--- src/sv/gbp_pkg.sv ---
// ----------------------------------------------------------------------------
// Grid broad phase package
// Types, codes and constants that the grid broad phase modules share.
// ----------------------------------------------------------------------------
package gbp_pkg;

    localparam int IDX_W   = 6;
    localparam int CNT_W   = 7;
    localparam int CELL_W  = 19;
    localparam int COORD_W = 32;
    localparam int CSZ_W   = 23;
    localparam int STAT_W  = 3;
    localparam int FUNC_W  = 2;

    localparam logic [CSZ_W-1:0] CSZ_MIN = 23'd16384;
    localparam logic [CSZ_W-1:0] CSZ_MAX = 23'd6553600;
    localparam logic [CSZ_W-1:0] CSZ_RST = 23'd65536;

    localparam logic [FUNC_W-1:0] FN_CLEAR = 2'd0;
    localparam logic [FUNC_W-1:0] FN_LOAD  = 2'd1;
    localparam logic [FUNC_W-1:0] FN_QUERY = 2'd2;

    localparam logic [STAT_W-1:0] ST_CLEARED   = 3'd0;
    localparam logic [STAT_W-1:0] ST_LOADED    = 3'd1;
    localparam logic [STAT_W-1:0] ST_OVERSIZED = 3'd2;
    localparam logic [STAT_W-1:0] ST_FULL      = 3'd3;
    localparam logic [STAT_W-1:0] ST_PAIR      = 3'd4;
    localparam logic [STAT_W-1:0] ST_NO_PAIR   = 3'd5;
    localparam logic [STAT_W-1:0] ST_BAD_INDEX = 3'd6;

    localparam logic [2:0] PS_CLEAR     = 3'd0;
    localparam logic [2:0] PS_LOAD      = 3'd1;
    localparam logic [2:0] PS_FULL      = 3'd2;
    localparam logic [2:0] PS_PAIR_MID  = 3'd3;
    localparam logic [2:0] PS_PAIR_LAST = 3'd4;
    localparam logic [2:0] PS_NO_PAIR   = 3'd5;
    localparam logic [2:0] PS_BAD       = 3'd6;

    typedef struct packed {
        logic                     ovs;
        logic signed [CELL_W-1:0] hz;
        logic signed [CELL_W-1:0] hy;
        logic signed [CELL_W-1:0] hx;
        logic signed [CELL_W-1:0] lz;
        logic signed [CELL_W-1:0] ly;
        logic signed [CELL_W-1:0] lx;
    } t_box;

    typedef struct packed {
        logic       load_in;
        logic       k_clr;
        logic       div_go;
        logic       cell_wr;
        logic       span_st;
        logic       prod1;
        logic       prod2;
        logic       box_wr;
        logic       cnt_clr;
        logic       rd_j;
        logic       left_cap;
        logic       j_clr;
        logic       j_inc;
        logic       pend_clr;
        logic       pend_upd;
        logic       post;
        logic [2:0] post_code;
    } t_cmd;

    typedef struct packed {
        logic [FUNC_W-1:0] func;
        logic              full;
        logic              qbad;
        logic              div_done;
        logic              k_last;
        logic              out_free;
        logic              hit;
        logic              j_end;
        logic              pend;
    } t_sts;

endpackage

--- src/sv/gbp_ctrl.sv ---
// ----------------------------------------------------------------------------
// Grid broad phase controller
// Sequences clear, load and query operations over the datapath.
// ----------------------------------------------------------------------------
module gbp_ctrl
    import gbp_pkg::*;
(
    input  logic i_clk,
    input  logic i_rst_n,
    input  logic i_in_valid,
    output logic o_in_ready,
    input  t_sts i_sts,
    output t_cmd o_cmd
);

    localparam logic [3:0] S_IDLE = 4'd0;
    localparam logic [3:0] S_DISP = 4'd1;
    localparam logic [3:0] S_DIVS = 4'd2;
    localparam logic [3:0] S_DIVW = 4'd3;
    localparam logic [3:0] S_SPAN = 4'd4;
    localparam logic [3:0] S_MUL1 = 4'd5;
    localparam logic [3:0] S_MUL2 = 4'd6;
    localparam logic [3:0] S_BOXW = 4'd7;
    localparam logic [3:0] S_QA   = 4'd8;
    localparam logic [3:0] S_QB   = 4'd9;
    localparam logic [3:0] S_QR   = 4'd10;
    localparam logic [3:0] S_QC   = 4'd11;
    localparam logic [3:0] S_QE   = 4'd12;
    localparam logic [3:0] S_POST = 4'd13;

    logic [3:0] r_state;
    logic [3:0] n_state;
    logic [2:0] r_post;
    logic [2:0] n_post;

    assign o_in_ready = (r_state == S_IDLE);

    always_comb begin
        n_state = r_state;
        n_post  = r_post;
        o_cmd   = '0;
        case (r_state)
            S_IDLE: begin
                if (i_in_valid) begin
                    o_cmd.load_in = 1'b1;
                    n_state       = S_DISP;
                end
            end
            S_DISP: begin
                case (i_sts.func)
                    FN_CLEAR: begin
                        o_cmd.cnt_clr = 1'b1;
                        n_post        = PS_CLEAR;
                        n_state       = S_POST;
                    end
                    FN_LOAD: begin
                        if (i_sts.full) begin
                            n_post  = PS_FULL;
                            n_state = S_POST;
                        end else begin
                            o_cmd.k_clr = 1'b1;
                            n_state     = S_DIVS;
                        end
                    end
                    FN_QUERY: begin
                        if (i_sts.qbad) begin
                            n_post  = PS_BAD;
                            n_state = S_POST;
                        end else begin
                            n_state = S_QA;
                        end
                    end
                    default: n_state = S_IDLE;
                endcase
            end
            S_DIVS: begin
                o_cmd.div_go = 1'b1;
                n_state      = S_DIVW;
            end
            S_DIVW: begin
                if (i_sts.div_done) begin
                    o_cmd.cell_wr = 1'b1;
                    n_state       = i_sts.k_last ? S_SPAN : S_DIVS;
                end
            end
            S_SPAN: begin
                o_cmd.span_st = 1'b1;
                n_state       = S_MUL1;
            end
            S_MUL1: begin
                o_cmd.prod1 = 1'b1;
                n_state     = S_MUL2;
            end
            S_MUL2: begin
                o_cmd.prod2 = 1'b1;
                n_state     = S_BOXW;
            end
            S_BOXW: begin
                o_cmd.box_wr = 1'b1;
                n_post       = PS_LOAD;
                n_state      = S_POST;
            end
            S_QA: begin
                n_state = S_QB;
            end
            S_QB: begin
                o_cmd.left_cap = 1'b1;
                o_cmd.j_clr    = 1'b1;
                o_cmd.pend_clr = 1'b1;
                n_state        = S_QR;
            end
            S_QR: begin
                o_cmd.rd_j = 1'b1;
                n_state    = S_QC;
            end
            S_QC: begin
                o_cmd.rd_j = 1'b1;
                if (!(i_sts.hit && i_sts.pend && !i_sts.out_free)) begin
                    if (i_sts.hit) begin
                        o_cmd.pend_upd = 1'b1;
                        if (i_sts.pend) begin
                            o_cmd.post      = 1'b1;
                            o_cmd.post_code = PS_PAIR_MID;
                        end
                    end
                    if (i_sts.j_end) begin
                        n_state = S_QE;
                    end else begin
                        o_cmd.j_inc = 1'b1;
                        n_state     = S_QR;
                    end
                end
            end
            S_QE: begin
                if (i_sts.out_free) begin
                    o_cmd.post      = 1'b1;
                    o_cmd.post_code = i_sts.pend ? PS_PAIR_LAST : PS_NO_PAIR;
                    n_state         = S_IDLE;
                end
            end
            S_POST: begin
                if (i_sts.out_free) begin
                    o_cmd.post      = 1'b1;
                    o_cmd.post_code = r_post;
                    n_state         = S_IDLE;
                end
            end
            default: n_state = S_IDLE;
        endcase
    end

    always_ff @(posedge i_clk) begin
        if (!i_rst_n) begin
            r_state <= S_IDLE;
            r_post  <= PS_CLEAR;
        end else begin
            r_state <= n_state;
            r_post  <= n_post;
        end
    end

endmodule

--- config.mk ---
export PLATFORM = sky130hd
export DESIGN_NAME = gbp_ctrl
export DESIGN_NICKNAME = d
export VERILOG_FILES = /design/src/sv/gbp_pkg.sv /design/src/sv/gbp_ctrl.sv
export SDC_FILE = /design/constraint.sdc
export NUM_CORES = 1
export LEC_CHECK = 0
export ABC_AREA = 1
export ABC_CLOCK_PERIOD_IN_PS = 2000
export BUFFER_PORTS_ARGS = -buffer_cell sky130_fd_sc_hd__clkbuf_2
export CAP_MARGIN = 0
export CORE_MARGIN = 4
export CORE_UTILIZATION = 49
export CTS_BUF_LIST = sky130_fd_sc_hd__clkbuf_4 sky130_fd_sc_hd__clkbuf_8 sky130_fd_sc_hd__clkbuf_16
export DETAILED_ROUTE_END_ITERATION = 12
export HOLD_SLACK_MARGIN = 0.06
export PLACE_DENSITY = 0.82
export SLEW_MARGIN = 5
export SYNTH_ARGS = -nofsm -noshare
export SYNTH_HDL_FRONTEND = slang
export SYNTH_SLANG_ARGS = --single-unit
--- constraint.sdc ---
create_clock -name i_clk -period 2 [get_ports i_clk]
set_input_delay 0.2 -clock i_clk [delete_from_list [all_inputs] [get_ports i_clk]]
set_output_delay 0.2 -clock i_clk [all_outputs]
set_load 0.02 [all_outputs]
Yosys cells after proc, flatten, opt, wreduce, memory -nomap -nowiden
Index checks and enable logic that the tools add are counted.

Bits in registers: 7. Input port bits: 13. Output and inout port bits: 20. Word-level logic and storage cells: 76.

Equal/unequal tests: 22. Mux-type cells: 42. Reductions and logical operators: 10.

Operators by type and width (count): $pmux 4 s13 (1); $mux 4 (8); $eq 4x4->1 const B (6); $pmux 4 s3 (2); $mux 1 (21); $eq 4x3->1 const B (4); $mux 3 (5); $mux 5 (2); $pmux 3 s3 (1); $eq 4x2->1 const B (2); $reduce_and 4->1 (2); $ne 2x2->1 const B (3); $ne 3x3->1 const B (2); $pmux 3 s2 (1); $eq 4x1->1 const B (1); $logic_not 4->1 (1); $ne 4x1->1 const B (1); $reduce_or 2->1 (2); $eq 2x1->1 const B (1); $eq 2x2->1 const B (1); $logic_and 1x1->1 (2); $logic_not 2->1 (1); $mux 2 (1); $ne 2x1->1 const B (1); 2 further kinds (2).

Depth between registers and ports, before layout
Gate-level depths: netlist (run 1).

Word-level depth: 4. Depth in mapped cells: 10. Gate-level depth less buffers: 9.

Worst setup path before layout (run 1)
No wires, ideal clock.

Path kind: register -> output. Start: reg r_state[3]. End: out o_cmd[0] (netlist bit). Arrival time: 1.315 ns. Required time: 1.800 ns. Setup slack: 0.485 ns. Cell stages (with the launch flop): 5. Buffers on the path: 0. Cells stage by stage: dfxtp_1 nand2_1 nor2_1 nand2_1 o311ai_1.

RTL lines: start: declaration (line gbp_ctrl.sv:31) `logic [3:0] r_state;`; start signal: assignment (line gbp_ctrl.sv:157) `r_state <= n_state;`; end: declaration (line gbp_ctrl.sv:13) `output t_cmd o_cmd`.

==> results of run 1 <==
## metrics by stage
stage               instances  total power, mW  hold WS (ps)
global route              182           0.9020         218.3
finish                    182           0.8290         204.2
floorplan                 135           0.5698         327.4
CTS                       182           0.8285         200.9
detailed placement        178           0.6865         463.6
global placement          178           0.6814         447.5
## worst max-delay path, delay by kind of cell (launching register included)
kind	cells	cell delay, ps
AOI/OAI and AO/OA	1	250
buffers and inverters	1	220
DFF	1	540
and+or+nand+nor	3	350
## cell usage after synthesis, types with 4 or more instances
cell type  instances
inv_2              5
nand2_2            5
dfxtp_1            7
a21oi_1            6
nor2_1            27
nor2_2             5
nand3_1           10
ha_1               4
nand2_1           31
buf_4              4
inv_1             19
## kinds of logic after synthesis
group | Yosys count | synth area share (%)
flops | 7 | 18.73
fa+ha+maj | 4 | 6.689
compound gates | 12 | 9.198
simple gates | 84 | 49.33
buf+inv | 28 | 16.05
## final cells by class
cell class / instances / area, sq um
sequential: 7 / 140.1
timing repair buffer: 32 / 160.2
multi-input combinational: 100 / 488.0
tap: 15 / 18.77
inverter: 24 / 90.09
clock buffer: 4 / 30.03
fill: 132 / 439.2
## power by group
part           switching, mW  internal, mW
clock network         0.0507        0.0896
logic                  0.308         0.151
registers             0.0572         0.173
total                  0.416         0.413
## per-layer routing
layer	vias to the layer above	share of wire, %	GRT usage, %
met5	-	0	0
met4	0	1.7	6.077
met3	8	8.1	3.448
met2	38	51	36.59
met1	398	39	22.20
li1	483	-	-
## path summary, 6_finish.rpt
kind / startpoint / to
max reg2reg: r_state[2] / r_post[1]
max: r_state[2] / o_cmd[0]
min: i_rst_n / r_state[2]
min reg2reg: r_post[0] / r_post[0]
## sequential cells by signal, summed over array words and instances (netlist names)
| name | count |
|---|---|
| r_state | 4 |
| r_post | 3 |
==> flow_summary.yaml, run 1 <==
status:
  outcome: "finished, final reports clean"
timing:
  worstMarginPinSlew_ps: 373.3
  setup_slack_ps: 187.6
  rsz0062_at_grt: "no"
  max_slew_margin_pct: 75.08
  finalSetupViolCount: 0
  hold_viol: 0
  fin_crit_ps: 1812
  tns_ps: 0
  fin_worst_skew_ps: 2.473
  period_share_pct: 90.62
  max_freq_ghz: 0.5518
  slew_viol_final: 0
cts:
  cts_resized: 0
  htreeDepth: 1
  postCtsHoldBufs: 0
  cts_max_path_buffers: 2
  cts.sinks: 7
  insertion_delay_ps: 250
  clock-root-buffer: "clkbuf_4"
  cts_tree: "yes"
  post_cts_buffers: 0
  clk_pin_slew_worst_paths_ps: 50
  cts_buffers: 3
critical_path:
  worstSetupEndpointType: "output port"
  rrSetupSlack_ps: 560
  reg2reg_depth: 6
  crit_fanout: 10
  cp_common_cell: "nand2_1"
  critPathArrivalTime_ps: 1610
  cp_slowest_cell: "dfxtp_1"
  required_ps: 1800
  start_kind: "flop"
  cpPeakStageDelay_ps: 540
  crit_chain: "nand2_1, nor2_1, nand2_1, o311ai_1, clkbuf_2"
  path_class: "flop to output port"
floorplanning:
  die-area_sq_um: 2216
  pin_count: 33
  die_h_um: 47.08
  num_rows: 13
  start_util_pct: 54.76
  core_area_sq_um: 1366
  chipWidth_um: 47.08
layout:
  diodes: 0
  post-route-cell-area_sq_um: 927.1
  areaGrowthSynthToFinish_pct: 23.91
  final_cell_mix: "clkbuf_2 (32), nand2_1 (31), nor2_1 (27)"
  drive_above_1_share_pct: 31.74
  nets: 185
  utilization_pct: 67.86
  final_common_cell: "clkbuf_2"
synthesis:
  yosysSeqAreaShare_pct: 18.73
  synth_enable_flop_cells: 0
  yosysTopAreaCell: "dfxtp_1"
  synth_area_per_cell_sq_um: 5.542
  ys_async_sr_fraction_pct: 0
  ys_warn_count: 0
  yosysTopAreaCellShare_pct: 18.73
  synth_ff_type: "dfxtp_1"
  synth_area_sq_um: 748.2
  ys_ff_latch: 7
  synth.area.top_cells: "dfxtp_1 (19%), nand2_1 (16%), nor2_1 (14%)"
  syn_inst: 135
  ys_types: 20
  synth_nets: 152
route:
  viasPerCell: 5.093
  detail_route.wl_per_cell_um: 10.84
  drt-total-wl_um: 1972
  drt_first_pass_iters: 4
  drc: 0
  drtIter0Drc: 28
  ant_nets: 0
  vias: 927
placed_design:
  dp_hpwl_um: 1676
  dpl_cell_area_sq_um: 897.1
  pre_cts_ws_ps: 449.2
  gp_congestion: 0.8473
  place.port_buffers: 32
job:
  maxCapViolations: 0
power:
  irDropWorstVdd_uv: 521.8
  cellPowerDensity_nw_per_um2: 894.1
  cellLeakagePower_nw: 0.5715
global_route:
  grt_max_degree: 11
  antenna_found_initial: 0
  grt_remaining_overflow: 0
  grt_pass1_vias: 851
  grt_pass1_wl_um: 3174
  grt_usage_pct: 19.57
min_path:
  whs_path_depth: 3
  hold_path.class: "primary input to flop"
No activity file was read; power rests on OpenSTA's default activity.
==> run 2: changes to the inputs <==
--- a/config.mk
+++ b/config.mk
@@ -10,11 +10,11 @@
 export BUFFER_PORTS_ARGS = -buffer_cell sky130_fd_sc_hd__clkbuf_2
 export CAP_MARGIN = 0
 export CORE_MARGIN = 4
-export CORE_UTILIZATION = 49
+export CORE_UTILIZATION = 45
 export CTS_BUF_LIST = sky130_fd_sc_hd__clkbuf_4 sky130_fd_sc_hd__clkbuf_8 sky130_fd_sc_hd__clkbuf_16
 export DETAILED_ROUTE_END_ITERATION = 12
 export HOLD_SLACK_MARGIN = 0.06
-export PLACE_DENSITY = 0.82
+export PLACE_DENSITY = 0.77
 export SLEW_MARGIN = 5
 export SYNTH_ARGS = -nofsm -noshare
 export SYNTH_HDL_FRONTEND = slang
==> run 2 against run 1 <==
Effect of this change:
- combinational power about the same
- cell count is 0.55% higher
- utilization shrank 7.6 points
- count of clock-buffer cells in the layout is the same
- hold slack worse by 13 ps
==> flow_summary.yaml, run 2 (synthesis results as in run 1) <==
status:
  outcome: "finished, final reports clean"
timing:
  rsz0062_at_grt: "no"
  max_freq_ghz: 0.5575
  fin_worst_skew_ps: 2.002
  worstMarginPinSlew_ps: 348.1
  period_share_pct: 89.69
  hold_viol: 0
  fin_crit_ps: 1794
  tns_ps: 0
  setup_slack_ps: 206.2
  max_slew_margin_pct: 76.76
  finalSetupViolCount: 0
  slew_viol_final: 0
route:
  ant_nets: 0
  detail_route.wl_per_cell_um: 10.28
  drtIter0Drc: 21
  drt-total-wl_um: 1881
  vias: 921
  drc: 0
  drt_first_pass_iters: 4
  viasPerCell: 5.033
layout:
  areaGrowthSynthToFinish_pct: 24.08
  multiInputGateArea_sq_um: 488.0
  largest-register: "r_state"
  largest_registers: "r_state: 4 flops, r_post: 3 flops"
  seq_area_sq_um: 140.1
  diodes: 0
  final_common_cell: "clkbuf_2"
  nets: 185
  largest_reg_flops: 4
  drive_above_1_share_pct: 31.74
  fillCellCount: 169
  final_cell_mix: "clkbuf_2 (32), nand2_1 (31), nor2_1 (27)"
critical_path:
  start_kind: "flop"
  crit_fanout: 10
  worstSetupEndpointType: "output port"
  path_class: "flop to output port"
  required_ps: 1800
  critPathArrivalTime_ps: 1590
floorplanning:
  num_rows: 14
  chipWidth_um: 48.78
  die-area_sq_um: 2379
  core_area_sq_um: 1541
  start_util_pct: 48.54
  pin_count: 33
  die_h_um: 48.78
global_route:
  grt_usage_pct: 15.78
  grt_pass1_wl_um: 3132
  grt.met3_usage_pct: 2.446
  grt_remaining_overflow: 0
  grt_pass1_vias: 814
  grt_max_degree: 11
  grt.met2_usage_pct: 28.70
  busiest_layer: "met2"
  antenna_found_initial: 0
  grt_util_met1_pct: 18.37
cts:
  clk_pin_slew_worst_paths_ps: 50
  clock-root-buffer: "clkbuf_4"
  cts.sinks: 7
  cts_max_path_buffers: 2
  insertion_delay_ps: 250
  cts_buffers: 3
  htreeDepth: 1
  post_cts_buffers: 0
  cts_resized: 0
  postCtsHoldBufs: 0
  cts_tree: "yes"
power:
  cellPowerDensity_nw_per_um2: 892.1
  power_mw: 0.8283
  cellLeakagePower_nw: 0.5715
  irDropWorstVdd_uv: 395.6
placed_design:
  place.port_buffers: 32
  gp_congestion: 0.8856
  dp_hpwl_um: 1616
  pre_cts_ws_ps: 441.3
min_path:
  hold_path.class: "primary input to flop"
job:
  maxCapViolations: 0
==> run 2: final timing paths <==
kind / startpoint / to / slack [ps] / cells past startpoint
setup / recovery: r_state[2] / o_cmd[0] / 210 / 5
hold / removal: i_rst_n / r_state[3] / 190 / 3
setup reg to reg: r_state[2] / r_post[1] / 550 / 7
hold reg to reg: r_post[0] / r_post[0] / 480 / 2
==> run 2: per-layer routing <==
layer / part of all wire, % / wire (um)
met5: 0 / 0
met3: 7.7 / 144
met1: 41 / 769
met4: 1.5 / 28
met2: 50 / 939
==> run 2: report_power, final <==
group	total [mW]	switching [mW]	internal (mW)	leakage, nW
clock network	0.141	0.0516	0.0896	0.0184
registers	0.228	0.0552	0.173	0.0572
logic	0.459	0.308	0.151	0.496
==> run 2: final cells by class <==
class,count,area share [%]
multi-input cells,100,52.56
inverters,24,9.704
well taps,16,2.156
flip-flops and latches,7,15.09
clock buffers,4,3.235
repair buffers,32,17.25
==> run 2: worst max-delay path, cell delays in order (launching register included) <==
cell	delay, ps
dfxtp_1	520
nand2_1	120
nor2_1	140
nand2_1	100
o311ai_1	240
clkbuf_2	220
==> run 2: through the flow <==
step           utilization, %  cells  cell area (sq um)  hold slack, ps
3_3_place_gp            58.28    179              898.4           448.3
3_5_place_dp            58.28    179              898.4           451.1
4_1_cts                 60.23    183              928.4           190.5
5_1_grt                 60.23    183              928.4           199.8
6_report                60.23    183              928.4           191.0
2_1_floorplan               -    135              748.2           327.4
==> run 3: changes to the inputs <==
--- a/config.mk
+++ b/config.mk
@@ -5,16 +5,16 @@
 export SDC_FILE = /design/constraint.sdc
 export NUM_CORES = 1
 export LEC_CHECK = 0
-export ABC_AREA = 1
 export ABC_CLOCK_PERIOD_IN_PS = 2000
 export BUFFER_PORTS_ARGS = -buffer_cell sky130_fd_sc_hd__clkbuf_2
 export CAP_MARGIN = 0
 export CORE_MARGIN = 4
 export CORE_UTILIZATION = 45
 export CTS_BUF_LIST = sky130_fd_sc_hd__clkbuf_4 sky130_fd_sc_hd__clkbuf_8 sky130_fd_sc_hd__clkbuf_16
+export CTS_CLUSTER_SIZE = 30
 export DETAILED_ROUTE_END_ITERATION = 12
 export HOLD_SLACK_MARGIN = 0.06
-export PLACE_DENSITY = 0.77
+export PLACE_DENSITY = 0.74
 export SLEW_MARGIN = 5
 export SYNTH_ARGS = -nofsm -noshare
 export SYNTH_HDL_FRONTEND = slang
==> run 3 against run 2 <==
Effect of this change:
- first-iteration DRC count shrank 52%
- setup slack lost 74 ps
- synthesized area grew 2.8%
- clock power is essentially flat
- total power grew 8.7%
- register-to-register slack lost 340 ps
- largest cell class unchanged
- highest routed layer unchanged
- sequential share of layout area shrank 0.61 points
- synthesized cell count shrank 23%
- sequential power shrank 18%
- largest power group unchanged
- cell count shrank 16%
==> flow_summary.yaml, run 3 <==
placed_design:
  gp_congestion: 0.8000
  pre_cts_ws_ps: 213.4
  place.port_buffers: 32
  place_inst: 149
  dp_hpwl_um: 1688
global_route:
  grt_remaining_overflow: 0
  grt_usage_pct: 18.34
  antenna_found_initial: 0
  grt_max_degree: 17
  grt_pass1_wl_um: 3525
  grt_pass1_vias: 846
critical_path:
  start_kind: "flop"
  worstSetupEndpointType: "output port"
  path_class: "flop to output port"
  crit_fanout: 6
  required_ps: 1800
  critPathArrivalTime_ps: 1670
layout:
  diodes: 0
  final_common_cell: "clkbuf_2"
  largest_reg_flops: 4
  nets: 155
  fin_cells: 153
  drive_above_1_share_pct: 33.58
  largest-register: "r_state"
  seq_area_sq_um: 140.1
  multiInputGateArea_sq_um: 530.5
  fillCellCount: 146
  areaGrowthSynthToFinish_pct: 25.69
  final_cell_mix: "clkbuf_2 (32), nor2_1 (14), inv_1 (9)"
  largest_registers: "r_state: 4 flops, r_post: 3 flops"
cts:
  cts_resized: 0
  postCtsHoldBufs: 0
  insertion_delay_ps: 250
  htreeDepth: 1
  cts.sinks: 7
  clk_pin_slew_worst_paths_ps: 50
  post_cts_buffers: 0
  clock-root-buffer: "clkbuf_4"
  cts_tree: "yes"
  cts_buffers: 3
  cts_max_path_buffers: 2
floorplanning:
  num_rows: 14
  start_util_pct: 49.36
  core_area_sq_um: 1559
  pin_count: 33
  die_h_um: 49.35
  chipWidth_um: 49.35
  die-area_sq_um: 2435
synthesis:
  ys_types: 36
  synth_ff_type: "dfxtp_1"
  ys_ff_latch: 7
  ys_warn_count: 0
  synth_compound_area_share_pct: 27.48
  synth_nets: 121
  syn_inst: 104
  post-synth-top-count-cell: "nor2_1"
  synth_top_family_by_area: "simple AND/OR/NAND/NOR gates"
  synth_enable_flop_cells: 0
  synthAdderAreaFrac_pct: 6.504
  yosysTopAreaCellShare_pct: 18.21
  synthXorXnorAreaFrac_pct: 0
  yosysSeqAreaShare_pct: 18.21
  synth_common_cells: "nor2_1 (14), inv_1 (9), nand2_1 (8)"
  yosys.area_share.simple_pct: 31.06
  synth.area.top_cells: "dfxtp_1 (18%), nor2_1 (6.8%), ha_1 (6.5%)"
  ys_async_sr_fraction_pct: 0
  muxShareOfSynthArea_pct: 3.902
  yosysTopAreaCell: "dfxtp_1"
  synth_area_sq_um: 769.5
  synth_area_per_cell_sq_um: 7.399
timing:
  slew_viol_final: 0
  max_freq_ghz: 0.5354
  fin_worst_skew_ps: 1.114
  tns_ps: 0
  finalSetupViolCount: 0
  fin_crit_ps: 1868
  max_slew_margin_pct: 74.53
  period_share_pct: 93.39
  hold_viol: 0
  setup_slack_ps: 132.2
  worstMarginPinSlew_ps: 382.1
  rsz0062_at_grt: "no"
route:
  ant_nets: 0
  drc: 0
  drt-total-wl_um: 2076
  drtIter0Drc: 10
  drt_first_pass_iters: 4
  viasPerCell: 5.752
  vias: 880
  detail_route.wl_per_cell_um: 13.57
power:
  cellLeakagePower_nw: 0.4556
  irDropWorstVdd_uv: 535.3
  cellPowerDensity_nw_per_um2: 930.8
min_path:
  hold_path.class: "primary input to flop"
status:
  outcome: "finished, final reports clean"
job:
  maxCapViolations: 0
-- run 3: where the power goes --
group	internal, mW	switching, mW
Combinational	0.231	0.340
Clock	0.0898	0.0534
Sequential	0.169	0.0176
Total	0.490	0.411
-- run 3: layout make-up --
| type | count | share of cell area, % |
|---|---|---|
| clock buffer | 4 | 3.105 |
| tap | 16 | 2.070 |
| inverter | 9 | 3.493 |
| sequential | 7 | 14.49 |
| timing repair buffer | 39 | 21.99 |
| multi-input combinational | 78 | 54.85 |
-- run 3: kinds of logic (layout without fill, tap and decap cells) --
kind of cell               count (synthesis)  in the layout
AOI/OAI and AO/OA                         26             26
DFF                                        7              7
buffers and inverters                     19             52
muxes                                      3              3
and+or+nand+nor                           45             45
adders and majority gates                  4              4
-- run 3: stage by stage --
step	power, mW	hold slack, ps	util, %	instance area (sq um)
global placement	0.7487	464.3	60.11	937.1
CTS	0.9076	201.9	62.04	967.2
detailed placement	0.7595	468.4	60.11	937.1
finish	0.9002	210.7	62.04	967.2
floorplan	0.6275	317.5	-	769.5
global route	0.9728	210.7	62.04	967.2
-- run 3: worst max-delay path, stage by stage, from the launching register on --
cell and delay (ps):
dfxtp_1 310, or4b_4 590, nor3b_1 290, clkbuf_2 230
-- run 3: worst paths after layout --
| check | start | endpoint | slack (ps) | cells after the start |
|---|---|---|---|---|
| worst min register to register | r_post[1] | r_post[1] | 490 | 2 |
| worst min-delay path | i_rst_n | r_post[0] | 210 | 2 |
| worst max register to register | r_state[1] | r_state[2] | 210 | 4 |
| worst max-delay path | r_state[1] | o_cmd[17] | 130 | 3 |
-- run 3: per-layer routing --
| metal | vias to the layer above | GRT usage [%] | share of wire, % |
|---|---|---|---|
| li1 | 440 | - | - |
| met1 | 400 | 21.17 | 43 |
| met2 | 35 | 32.59 | 48 |
| met3 | 5 | 2.752 | 6.6 |
| met4 | 0 | 8.531 | 1.9 |
| met5 | - | 0 | 0 |
